==> src/hdl/assert_macros.svh <==
// Assertion macros shared by the RTL. Synthesis builds see empty bodies.
`ifndef ASSERT_MACROS_SVH
`define ASSERT_MACROS_SVH

`ifndef SYNTHESIS

// Checks a property on every rising clock edge while reset is released.
`define ASSERT_PROP(lbl, clk, rstn, prop, msg) \
  lbl: assert property (@(posedge clk) disable iff (!(rstn)) (prop)) else $error(msg);

// Checks that an expression is never true while reset is released.
`define ASSERT_NEVER(lbl, clk, rstn, expr, msg) \
  lbl: assert property (@(posedge clk) disable iff (!(rstn)) !(expr)) else $error(msg);

`else

`define ASSERT_PROP(lbl, clk, rstn, prop, msg)
`define ASSERT_NEVER(lbl, clk, rstn, expr, msg)

`endif

`endif

==> src/hdl/hls2rgb_pkg.sv <==
`default_nettype none

package hls2rgb_pkg;

  // One hue, lightness, saturation triple.
  typedef struct packed {
    logic [12:0] hue_deg16;
    logic [8:0]  lightness;
    logic [8:0]  saturation;
  } hls_in_t;

  // One converted color.
  typedef struct packed {
    logic [15:0] red_level;
    logic [15:0] green_level;
    logic [15:0] blue_level;
  } rgb_out_t;

  // Hue landmarks in 1/16 degree.
  localparam logic [13:0] HueFull  = 14'd5760;
  localparam logic [13:0] HueThird = 14'd1920;
  localparam logic [12:0] HueRise  = 13'd960;
  localparam logic [12:0] HueTop   = 13'd2880;
  localparam logic [12:0] HueFall  = 13'd3840;

  // 1.0 and 0.5 in lightness and saturation units.
  localparam logic [8:0] OneLs  = 9'd256;
  localparam logic [8:0] HalfLs = 9'd128;

  // Half of the divisor 960 * 65536, used for round half up.
  localparam logic [33:0] RoundHalf = 34'd31457280;

  // The divisor is 15 * 2^22: shift by 22, then divide by 15 through
  // multiplication by ceil(65536 / 15). Exact for quotients below 4681.
  localparam int unsigned DivShift  = 22;
  localparam logic [12:0] RecipFift = 13'd4370;

endpackage

`default_nettype wire

==> src/hdl/hls_to_rgb_converter.sv <==
// HLS to RGB converter, fully pipelined, five register stages.
// A result appears on result_o with done_o high after passing stage registers
// s1 to s4 and the output register; it is transferred at the edge after that.
// Throughput: one triple per clock cycle; busy stays low, and the receiver
// cannot stall. Reset (rst_ni low, asynchronous) clears only the valid bits.
`default_nettype none

`include "assert_macros.svh"

module hls_to_rgb_converter
  import hls2rgb_pkg::*;
(
  input  wire logic     clk_i,
  input  wire logic     rst_ni,
  input  wire logic     start,
  output logic          busy,
  input  wire hls_in_t  in_i,
  output logic          done_o,
  output rgb_out_t      result_o
);

  // Channels are kept as three lanes: index 0 red, 1 green, 2 blue.
  localparam int unsigned NumChan = 3;

  // Wraps a hue position, given with a non-negative offset, back into the
  // range 0..5759. Two conditional subtractions cover every 13-bit hue.
  function automatic logic [12:0] wrap_pos(input logic [13:0] p);
    logic [13:0] w;
    w = p;
    if (w >= HueFull) begin
      w = w - HueFull;
    end
    if (w >= HueFull) begin
      w = w - HueFull;
    end
    return w[12:0];
  endfunction

  // Weight of the piecewise hue ramp at position x, 0..960.
  function automatic logic [9:0] ramp_weight(input logic [12:0] x);
    logic [12:0] w;
    if (x < HueRise) begin
      w = x;
    end else if (x < HueTop) begin
      w = HueRise;
    end else if (x < HueFall) begin
      w = HueFall - x;
    end else begin
      w = '0;
    end
    return w[9:0];
  endfunction

  // The block never holds off the sender: every stage advances each cycle.
  assign busy = 1'b0;

  logic in_xfer;
  assign in_xfer = start && !busy;

  // ---------------------------------------------------------------------
  // Stage 1: saturate lightness and saturation to 1.0, form L*S, and place
  // the three ramp positions (hue + 120, hue, hue - 120 degrees). The blue
  // position is taken as hue + 240 degrees, which wraps to the same place.
  // ---------------------------------------------------------------------
  logic        s1_valid_q;
  logic [8:0]  s1_lt_d, s1_lt_q;
  logic [8:0]  s1_sat_d, s1_sat_q;
  logic [16:0] s1_ls_d, s1_ls_q;
  logic [12:0] s1_pos_d [NumChan];
  logic [12:0] s1_pos_q [NumChan];

  always_comb begin
    s1_lt_d  = (in_i.lightness > OneLs) ? OneLs : in_i.lightness;
    s1_sat_d = (in_i.saturation > OneLs) ? OneLs : in_i.saturation;
    s1_ls_d  = 17'({9'd0, s1_lt_d} * {9'd0, s1_sat_d});
    s1_pos_d[0] = wrap_pos({1'b0, in_i.hue_deg16} + HueThird);
    s1_pos_d[1] = wrap_pos({1'b0, in_i.hue_deg16});
    s1_pos_d[2] = wrap_pos({1'b0, in_i.hue_deg16} + HueThird + HueThird);
  end

  // ---------------------------------------------------------------------
  // Stage 2: the HLS rule gives m2 and m1 with 16 fraction bits. Both stay
  // within 0..65536 and m2 never falls below m1, so the ramp slope m2 - m1
  // is unsigned. The ramp weight of each channel is looked up in parallel.
  // ---------------------------------------------------------------------
  logic        s2_valid_q;
  logic [17:0] s2_m2_wide;
  logic [17:0] s2_m1_wide;
  logic [16:0] s2_m1_d, s2_m1_q;
  logic [16:0] s2_diff_d, s2_diff_q;
  logic [9:0]  s2_t_d [NumChan];
  logic [9:0]  s2_t_q [NumChan];

  always_comb begin
    if (s1_lt_q <= HalfLs) begin
      s2_m2_wide = {1'b0, s1_lt_q, 8'd0} + {1'b0, s1_ls_q};
    end else begin
      s2_m2_wide = {1'b0, s1_lt_q, 8'd0} + {1'b0, s1_sat_q, 8'd0} - {1'b0, s1_ls_q};
    end
    s2_m1_wide = {s1_lt_q, 9'd0} - s2_m2_wide;
    s2_m1_d    = s2_m1_wide[16:0];
    s2_diff_d  = s2_m2_wide[16:0] - s2_m1_wide[16:0];
    for (int c = 0; c < NumChan; c++) begin
      s2_t_d[c] = ramp_weight(s1_pos_q[c]);
    end
  end

  // ---------------------------------------------------------------------
  // Stage 3: channel numerator 960*m1 + t*(m2 - m1), at most 960 * 65536.
  // One 17 x 10 multiplier per lane; 960*m1 is two shifts and a subtract.
  // ---------------------------------------------------------------------
  logic        s3_valid_q;
  logic [26:0] s3_base;
  logic [26:0] s3_prod [NumChan];
  logic [25:0] s3_num_d [NumChan];
  logic [25:0] s3_num_q [NumChan];

  always_comb begin
    s3_base = {s2_m1_q, 10'd0} - {4'd0, s2_m1_q, 6'd0};
    for (int c = 0; c < NumChan; c++) begin
      s3_prod[c]  = {10'd0, s2_diff_q} * {17'd0, s2_t_q[c]};
      s3_num_d[c] = 26'(s3_base + s3_prod[c]);
    end
  end

  // ---------------------------------------------------------------------
  // Stage 4: scale by 255, add half the divisor, and drop the 2^22 factor
  // of the divisor. What remains is below 4096 and still needs a /15.
  // ---------------------------------------------------------------------
  logic        s4_valid_q;
  logic [33:0] s4_scaled [NumChan];
  logic [11:0] s4_quot_d [NumChan];
  logic [11:0] s4_quot_q [NumChan];

  always_comb begin
    for (int c = 0; c < NumChan; c++) begin
      s4_scaled[c] = {s3_num_q[c], 8'd0} - {8'd0, s3_num_q[c]} + RoundHalf;
      s4_quot_d[c] = s4_scaled[c][DivShift +: 12];
    end
  end

  // ---------------------------------------------------------------------
  // Stage 5: divide by 15 through the reciprocal, giving the 8-bit code.
  // Times 257 is the code repeated in both bytes. An all-black color is
  // replaced by full white before the output register.
  // ---------------------------------------------------------------------
  logic        out_valid_q;
  logic [24:0] s5_recip [NumChan];
  logic [7:0]  s5_code [NumChan];
  rgb_out_t    result_d, result_q;

  always_comb begin
    for (int c = 0; c < NumChan; c++) begin
      s5_recip[c] = {13'd0, s4_quot_q[c]} * {12'd0, RecipFift};
      s5_code[c]  = s5_recip[c][23:16];
    end
    if (s5_code[0] == 8'd0 && s5_code[1] == 8'd0 && s5_code[2] == 8'd0) begin
      result_d.red_level   = '1;
      result_d.green_level = '1;
      result_d.blue_level  = '1;
    end else begin
      result_d.red_level   = {s5_code[0], s5_code[0]};
      result_d.green_level = {s5_code[1], s5_code[1]};
      result_d.blue_level  = {s5_code[2], s5_code[2]};
    end
  end

  // Valid bits travel alongside the data and are the only reset state.
  always_ff @(posedge clk_i or negedge rst_ni) begin
    if (!rst_ni) begin
      s1_valid_q  <= 1'b0;
      s2_valid_q  <= 1'b0;
      s3_valid_q  <= 1'b0;
      s4_valid_q  <= 1'b0;
      out_valid_q <= 1'b0;
    end else begin
      s1_valid_q  <= in_xfer;
      s2_valid_q  <= s1_valid_q;
      s3_valid_q  <= s2_valid_q;
      s4_valid_q  <= s3_valid_q;
      out_valid_q <= s4_valid_q;
    end
  end

  // Payload registers load only with a valid item, which saves toggling.
  always_ff @(posedge clk_i) begin
    if (in_xfer) begin
      s1_lt_q  <= s1_lt_d;
      s1_sat_q <= s1_sat_d;
      s1_ls_q  <= s1_ls_d;
      for (int c = 0; c < NumChan; c++) begin
        s1_pos_q[c] <= s1_pos_d[c];
      end
    end
    if (s1_valid_q) begin
      s2_m1_q   <= s2_m1_d;
      s2_diff_q <= s2_diff_d;
      for (int c = 0; c < NumChan; c++) begin
        s2_t_q[c] <= s2_t_d[c];
      end
    end
    if (s2_valid_q) begin
      for (int c = 0; c < NumChan; c++) begin
        s3_num_q[c] <= s3_num_d[c];
      end
    end
    if (s3_valid_q) begin
      for (int c = 0; c < NumChan; c++) begin
        s4_quot_q[c] <= s4_quot_d[c];
      end
    end
    if (s4_valid_q) begin
      result_q <= result_d;
    end
  end

  assign done_o   = out_valid_q;
  assign result_o = result_q;

  // Every accepted triple comes out with done_o high after the full pipeline.
  `ASSERT_PROP(a_latency, clk_i, rst_ni, in_xfer |-> ##5 done_o, "result missing after transfer")

  // Black never leaves the block; it is replaced by white.
  `ASSERT_NEVER(a_no_black, clk_i, rst_ni,
    done_o && result_o.red_level == '0 && result_o.green_level == '0 && result_o.blue_level == '0,
    "all-black result transferred")

  // Each level is an 8-bit code times 257, so both bytes agree.
  `ASSERT_PROP(a_byte_copy, clk_i, rst_ni,
    done_o |-> (result_o.red_level[15:8] == result_o.red_level[7:0]
      && result_o.green_level[15:8] == result_o.green_level[7:0]
      && result_o.blue_level[15:8] == result_o.blue_level[7:0]),
    "level is not a code times 257")

endmodule

`default_nettype wire
==> config.mk <==
export PLATFORM = sky130hd
export DESIGN_NAME = hls_to_rgb_converter
export DESIGN_NICKNAME = d
export VERILOG_FILES = /design/src/hdl/hls2rgb_pkg.sv /design/src/hdl/hls_to_rgb_converter.sv
export VERILOG_INCLUDE_DIRS = /design/src /design/src/hdl
export SDC_FILE = /design/constraint.sdc
export NUM_CORES = 2
export LEC_CHECK = 0
export BUFFER_PORTS_ARGS = -buffer_cell sky130_fd_sc_hd__buf_2
export CORE_AREA = 8 8 320 245
export DETAILED_ROUTE_END_ITERATION = 6
export DIE_AREA = 0 0 328 253
export PLACE_DENSITY = 0.71
export SYNTH_ARGS = -nofsm -noshare
export SYNTH_HDL_FRONTEND = slang
export SYNTH_SLANG_ARGS = --single-unit
==> constraint.sdc <==
create_clock -name clk_i -period 13.7 [get_ports clk_i]
set_clock_uncertainty 0.05 [all_clocks]
set_input_delay 2.74 -clock clk_i [delete_from_list [all_inputs] [get_ports clk_i]]
set_output_delay 2.74 -clock clk_i [all_outputs]
set_load 0.005 [all_outputs]
# After elaboration in Yosys (flattened, before gate mapping)
# Memories as Yosys holds them, arrays and structs flattened.
# Index checks and enable logic that the tools add are counted.
# word_totals
ff_bits	122
n_memories	4
mem_bits_rw	183
elab_cells	99
output_inout_bits	50
input_bits	34
# mem_list
name	depth	word_bits	rd	rd_clocked_by_memory_dff	wr	line	text
s3_num_q	3	26	3	0	3	hls_to_rgb_converter.sv:116	logic [25:0] s3_num_q [NumChan];
s1_pos_q	3	13	3	0	3	hls_to_rgb_converter.sv:70	logic [12:0] s1_pos_q [NumChan];
s4_quot_q	3	12	3	0	3	hls_to_rgb_converter.sv:133	logic [11:0] s4_quot_q [NumChan];
s2_t_q	3	10	3	0	3	hls_to_rgb_converter.sv:92	logic [9:0] s2_t_q [NumChan];
# classes
n_addsub	26
n_reduce_logical	5
multipliers	7
n_lt_le_gt_ge	18
n_mux	26
# ops
cell	n
34-bit by 25-bit adder with 34-bit output (second input constant)	3
34-bit by 26-bit subtractor with 34-bit output	3
10-bit 2-to-1 mux	9
26-bit adder	3
13-bit by 12-bit less-than comparator with 1-bit output (second input constant)	6
17-bit by 10-bit multiplier with 26-bit output	3
14-bit by 13-bit greater-or-equal comparator with 1-bit output (second input constant)	5
12-bit by 12-bit multiplier with 23-bit output (second input constant)	3
17-bit subtractor	3
14-bit 2-to-1 mux	3
13-bit by 10-bit less-than comparator with 1-bit output (second input constant)	3
13-bit 2-to-1 mux	3
13-bit subtractor (second input constant)	3
17-bit adder	2
10-bit subtractor (first input constant)	3
14-bit by 13-bit subtractor with 14-bit output (second input constant)	2
26-bit by 23-bit subtractor with 26-bit output	1
8-bit zero test	3
9-bit > comparator (second input constant)	2
9-bit 2-to-1 mux	2
9-bit by 9-bit multiplier with 17-bit output	1
17-bit 2-to-1 mux	1
13-bit by 11-bit adder with 14-bit output (second input constant)	1
14-bit by 11-bit adder with 14-bit output (second input constant)	1
5 further kinds	13

# Logic depth before layout (Yosys ltp)
# logic_depth
depth_word	6
depth_mapped	26
depth_no_buf	25

# Worst setup path before layout
# Ideal clock, no wire load.
# synth_timing
path_kind	input port to flip-flop
start	in in_i[8] in the netlist's numbering
end	reg s1_ls_q[16], data pin
required_ns	13.390
n_path_buf	2
stages	23
setup_ns	0.260
arrival_ns	7.281
setup_slack_ns	6.109
cell_sequence	clkbuf_1 clkbuf_1 nand2b_1 inv_1 nand2_1 fa_1 inv_1 fa_1 inv_1 fa_1 fa_1 inv_1 ha_1 o21ai_0 a21boi_0 o21ai_0 a21boi_0 o21a_1 o21ai_0 nand2b_1 a21oi_1 o21ai_0 xnor2_1
# synth_via
elab_chain_len	3
# synth_lines
element	line	text
start, declared	hls_to_rgb_converter.sv:17	input wire hls_in_t in_i,
9-bit > comparator	hls_to_rgb_converter.sv:74	s1_sat_d = (in_i.saturation > OneLs) ? OneLs : in_i.saturation;
9-bit 2-to-1 mux	hls_to_rgb_converter.sv:74	
named net s1_sat_d[2]	hls_to_rgb_converter.sv:67	logic [8:0] s1_sat_d, s1_sat_q;
9-bit by 9-bit multiplier with 17-bit output	hls_to_rgb_converter.sv:75	s1_ls_d = 17'({9'd0, s1_lt_d} * {9'd0, s1_sat_d});
named net s1_ls_d[16]	hls_to_rgb_converter.sv:68	logic [16:0] s1_ls_d, s1_ls_q;
end signal, assigned	hls_to_rgb_converter.sv:190	s1_ls_q <= s1_ls_d;
end, declared	hls_to_rgb_converter.sv:68	
# The timed path passes the listed nets, and every way through them passes these cells.
# A chain may end at the register's enable or synchronous reset.

# Final worst setup path
# layout_timing
start	in in_i[17] in the netlist's numbering
end	reg s1_ls_q[16], data pin
# layout_via
elab_chain_len	3
# layout_lines
element	line	text
9-bit > comparator	hls_to_rgb_converter.sv:73	s1_lt_d = (in_i.lightness > OneLs) ? OneLs : in_i.lightness;
9-bit 2-to-1 mux (*)	hls_to_rgb_converter.sv:73	
9-bit by 9-bit multiplier with 17-bit output (*)	hls_to_rgb_converter.sv:75	
named net s1_ls_d[16]	hls_to_rgb_converter.sv:68	
# The timed path passes the listed nets; every way through them passes the cells marked *.

==> results.json <==
{
  "status": "complete, no violations",
  "antenna_found_initial": 1,
  "gr-usage-all-layers_pct": 21.1,
  "dr_total_vias": 28400,
  "grt_pass1_wl_mm": 146,
  "drc": 0,
  "reg2reg_slack_ps": 6810,
  "yosysSeqAreaShare_pct": 19.8,
  "dr.first_iter.drc_count": 1830,
  "rows": 87,
  "netlist_instances": 4225,
  "slew_violations": 0,
  "root_buffer": "clkbuf_16",
  "post_cts_buffers": 0,
  "start_kind": "primary input",
  "cts_buffers": 34,
  "worstHoldStart": "s2_valid_q",
  "hold_viol_final": 0,
  "worst_pin_slew_ps": 1040,
  "port_buffers": 82,
  "multi_input_area_sq_mm": 0.0283,
  "hold_class": "reg2reg",
  "synthArstFlopShare_pct": 1.90,
  "core_sq_mm": 0.0737,
  "postSynthAreaPerCell_sq_um": 9.43,
  "rr_startpoint": "s2_t_q[0][21]",
  "synth-edff-count": 258,
  "ys_types": 91,
  "dieArea_sq_mm": 0.0830,
  "ys_ff_latch": 263,
  "fillers": 6452,
  "hold_depth": 0,
  "seq_area_sq_mm": 0.00788,
  "ys_warn_count": 0,
  "first_pass_iters": 7,
  "rsz0062_at_grt": "no",
  "maxSlewHeadroom_pct": 30.5,
  "htreeDepth": 2,
  "cp.arrival_ps": 8080,
  "finalSetupViolCount": 0,
  "area_growth_pct": 6.22,
  "clk_latency_ps": 570,
  "dieWidth_um": 328,
  "synth_area_sq_mm": 0.0398,
  "yosys.area.top_type_share_pct": 24.6,
  "hpwl_mm": 68.5,
  "wl_mm": 85.5,
  "synth_top_area_cell": "fa_1",
  "cts.sinks": 263,
  "ctsLongestPathBuffers": 3,
  "grt_pass1_vias": 29200,
  "synth_common_cells": "inv_1, ha_1, fa_1",
  "setup_tns_ps": 0,
  "grt_max_degree": 72,
  "n_antenna_cell": 0,
  "start_util_pct": 54.1,
  "fp.dieH_um": 253,
  "synth_flop_cell": "edfxtp_1",
  "clk_pin_slew_ps": 60,
  "grt_overflow_total": 0,
  "antenna_left": 0,
  "cts_hold_buf": 0,
  "drive_above_1_share_pct": 4.77,
  "yosysMostFrequentCell": "inv_1",
  "synthTopCellsByArea": "fa_1, edfxtp_1, ha_1",
  "maxCapViolCount": 0,
  "cts_tree": "yes",
  "crit_type": "in2reg",
  "wl_per_cell_um": 16.2,
  "post-route-period-util_pct": 57.0,
  "cts_resized": 0,
  "reg2reg_depth": 20,
  "via_per_inst": 5.38,
  "gp_congestion": 0.914,
  "r2r_end": "s3_num_q[0][77]",
  "crit_fanout": 18,
  "boundaryPins": 84,
  "timing.fmax_ghz": 0.128,
  "min_to": "s3_num_q[0][76]",
  "worstSetupEndpointType": "register",
  "period_minus_slack_ps": 7810,
  "crit_required_ps": 13960,
  "layout.nets": 5358
}
cell families after synthesis:
group / count (synthesis) / synth area share, %
other cells: 2 / 0.0189
compound gates: 546 / 9.18
buf+inv: 987 / 9.57
flops: 263 / 19.8
simple gates: 1127 / 13.6
xor+xnor: 232 / 5.19
fa+ha+maj: 1053 / 42.3
mux: 15 / 0.386
worst max-delay path: stages:
cell      delay, ps
buf_2           190
nor2b_1         640
nand2_1         190
fa_1            570
inv_1            60
fa_1            450
ha_1            340
fa_1            500
ha_1            350
nor2b_1         140
o21ai_0         230
a21boi_0        180
o21ai_0         290
a21boi_0        210
o21a_1          220
o21ai_0         160
nand2b_1         80
a21oi_1         240
o21ai_0         150
xnor2_1         150
per-layer routing:
layer	GRT usage [%]	vias up	part of all wire (%)
met5	0	-	0
met4	5.29	0	2.3
met3	3.91	115	7.4
met2	33.2	782	43
met1	30.1	13700	47
li1	-	13700	-
through the flow:
stage | std cells | utilization, % | setup slack (ps) | cell area, sq um | hold WS, ps
detailed placement | 5216 | 55.9 | 5390 | 41200 | 524
CTS | 5276 | 57.4 | 5930 | 42300 | 536
global route | 5276 | 57.4 | 5480 | 42300 | 557
finish | 5276 | 57.4 | 5890 | 42300 | 526
floorplan | 4254 | - | 6110 | 39900 | 482
global placement | 5216 | 55.9 | 5580 | 41200 | 519
sequential cells by signal, summed over array words and instances, names as in the netlist, 9 cells and up:
signal and count:
s1_ls_q 17, s2_t_q 30, s2_m1_q 17, s1_sat_q 9, s2_diff_q 16, s3_num_q 75
s4_quot_q 36, result_o 24, s1_pos_q 25, s1_lt_q 9
placed cells by master (no fill, tap or decap), types with 82 or more instances in the layout:
cell and count:
inv_1 855, ha_1 561, fa_1 490, nand2_1 472, edfxtp_1 258, and2_1 191
nor2_1 182, xnor2_1 177, a21oi_1 144, o21ai_0 103, buf_2 82
layout make-up:
cell class / count / share of cell area (%)
Tap cell: 979 / 2.89
Timing Repair Buffer: 113 / 1.52
Multi-Input combinational cell: 3004 / 66.8
Clock buffer: 41 / 2.12
Clock inverter: 19 / 0.467
Sequential cell: 263 / 18.6
Inverter: 857 / 7.60
how the worst max path moves through the flow:
stage | from | endpoint | cells past startpoint
6_report | in_i[17] | s1_ls_q[16] | 20
5_1_grt | in_i[17] | s1_ls_q[16] | 20
4_1_cts | in_i[17] | s1_ls_q[16] | 20
3_5_place_dp | in_i[17] | s1_ls_q[16] | 20
3_3_place_gp | in_i[17] | s1_ls_q[16] | 20
2_1_floorplan | in_i[8] | s1_ls_q[16] | 23
Power is left out: the tool's default activity adds up to more than one toggle a clock period on the data nets, which glitch-free logic cannot reach.
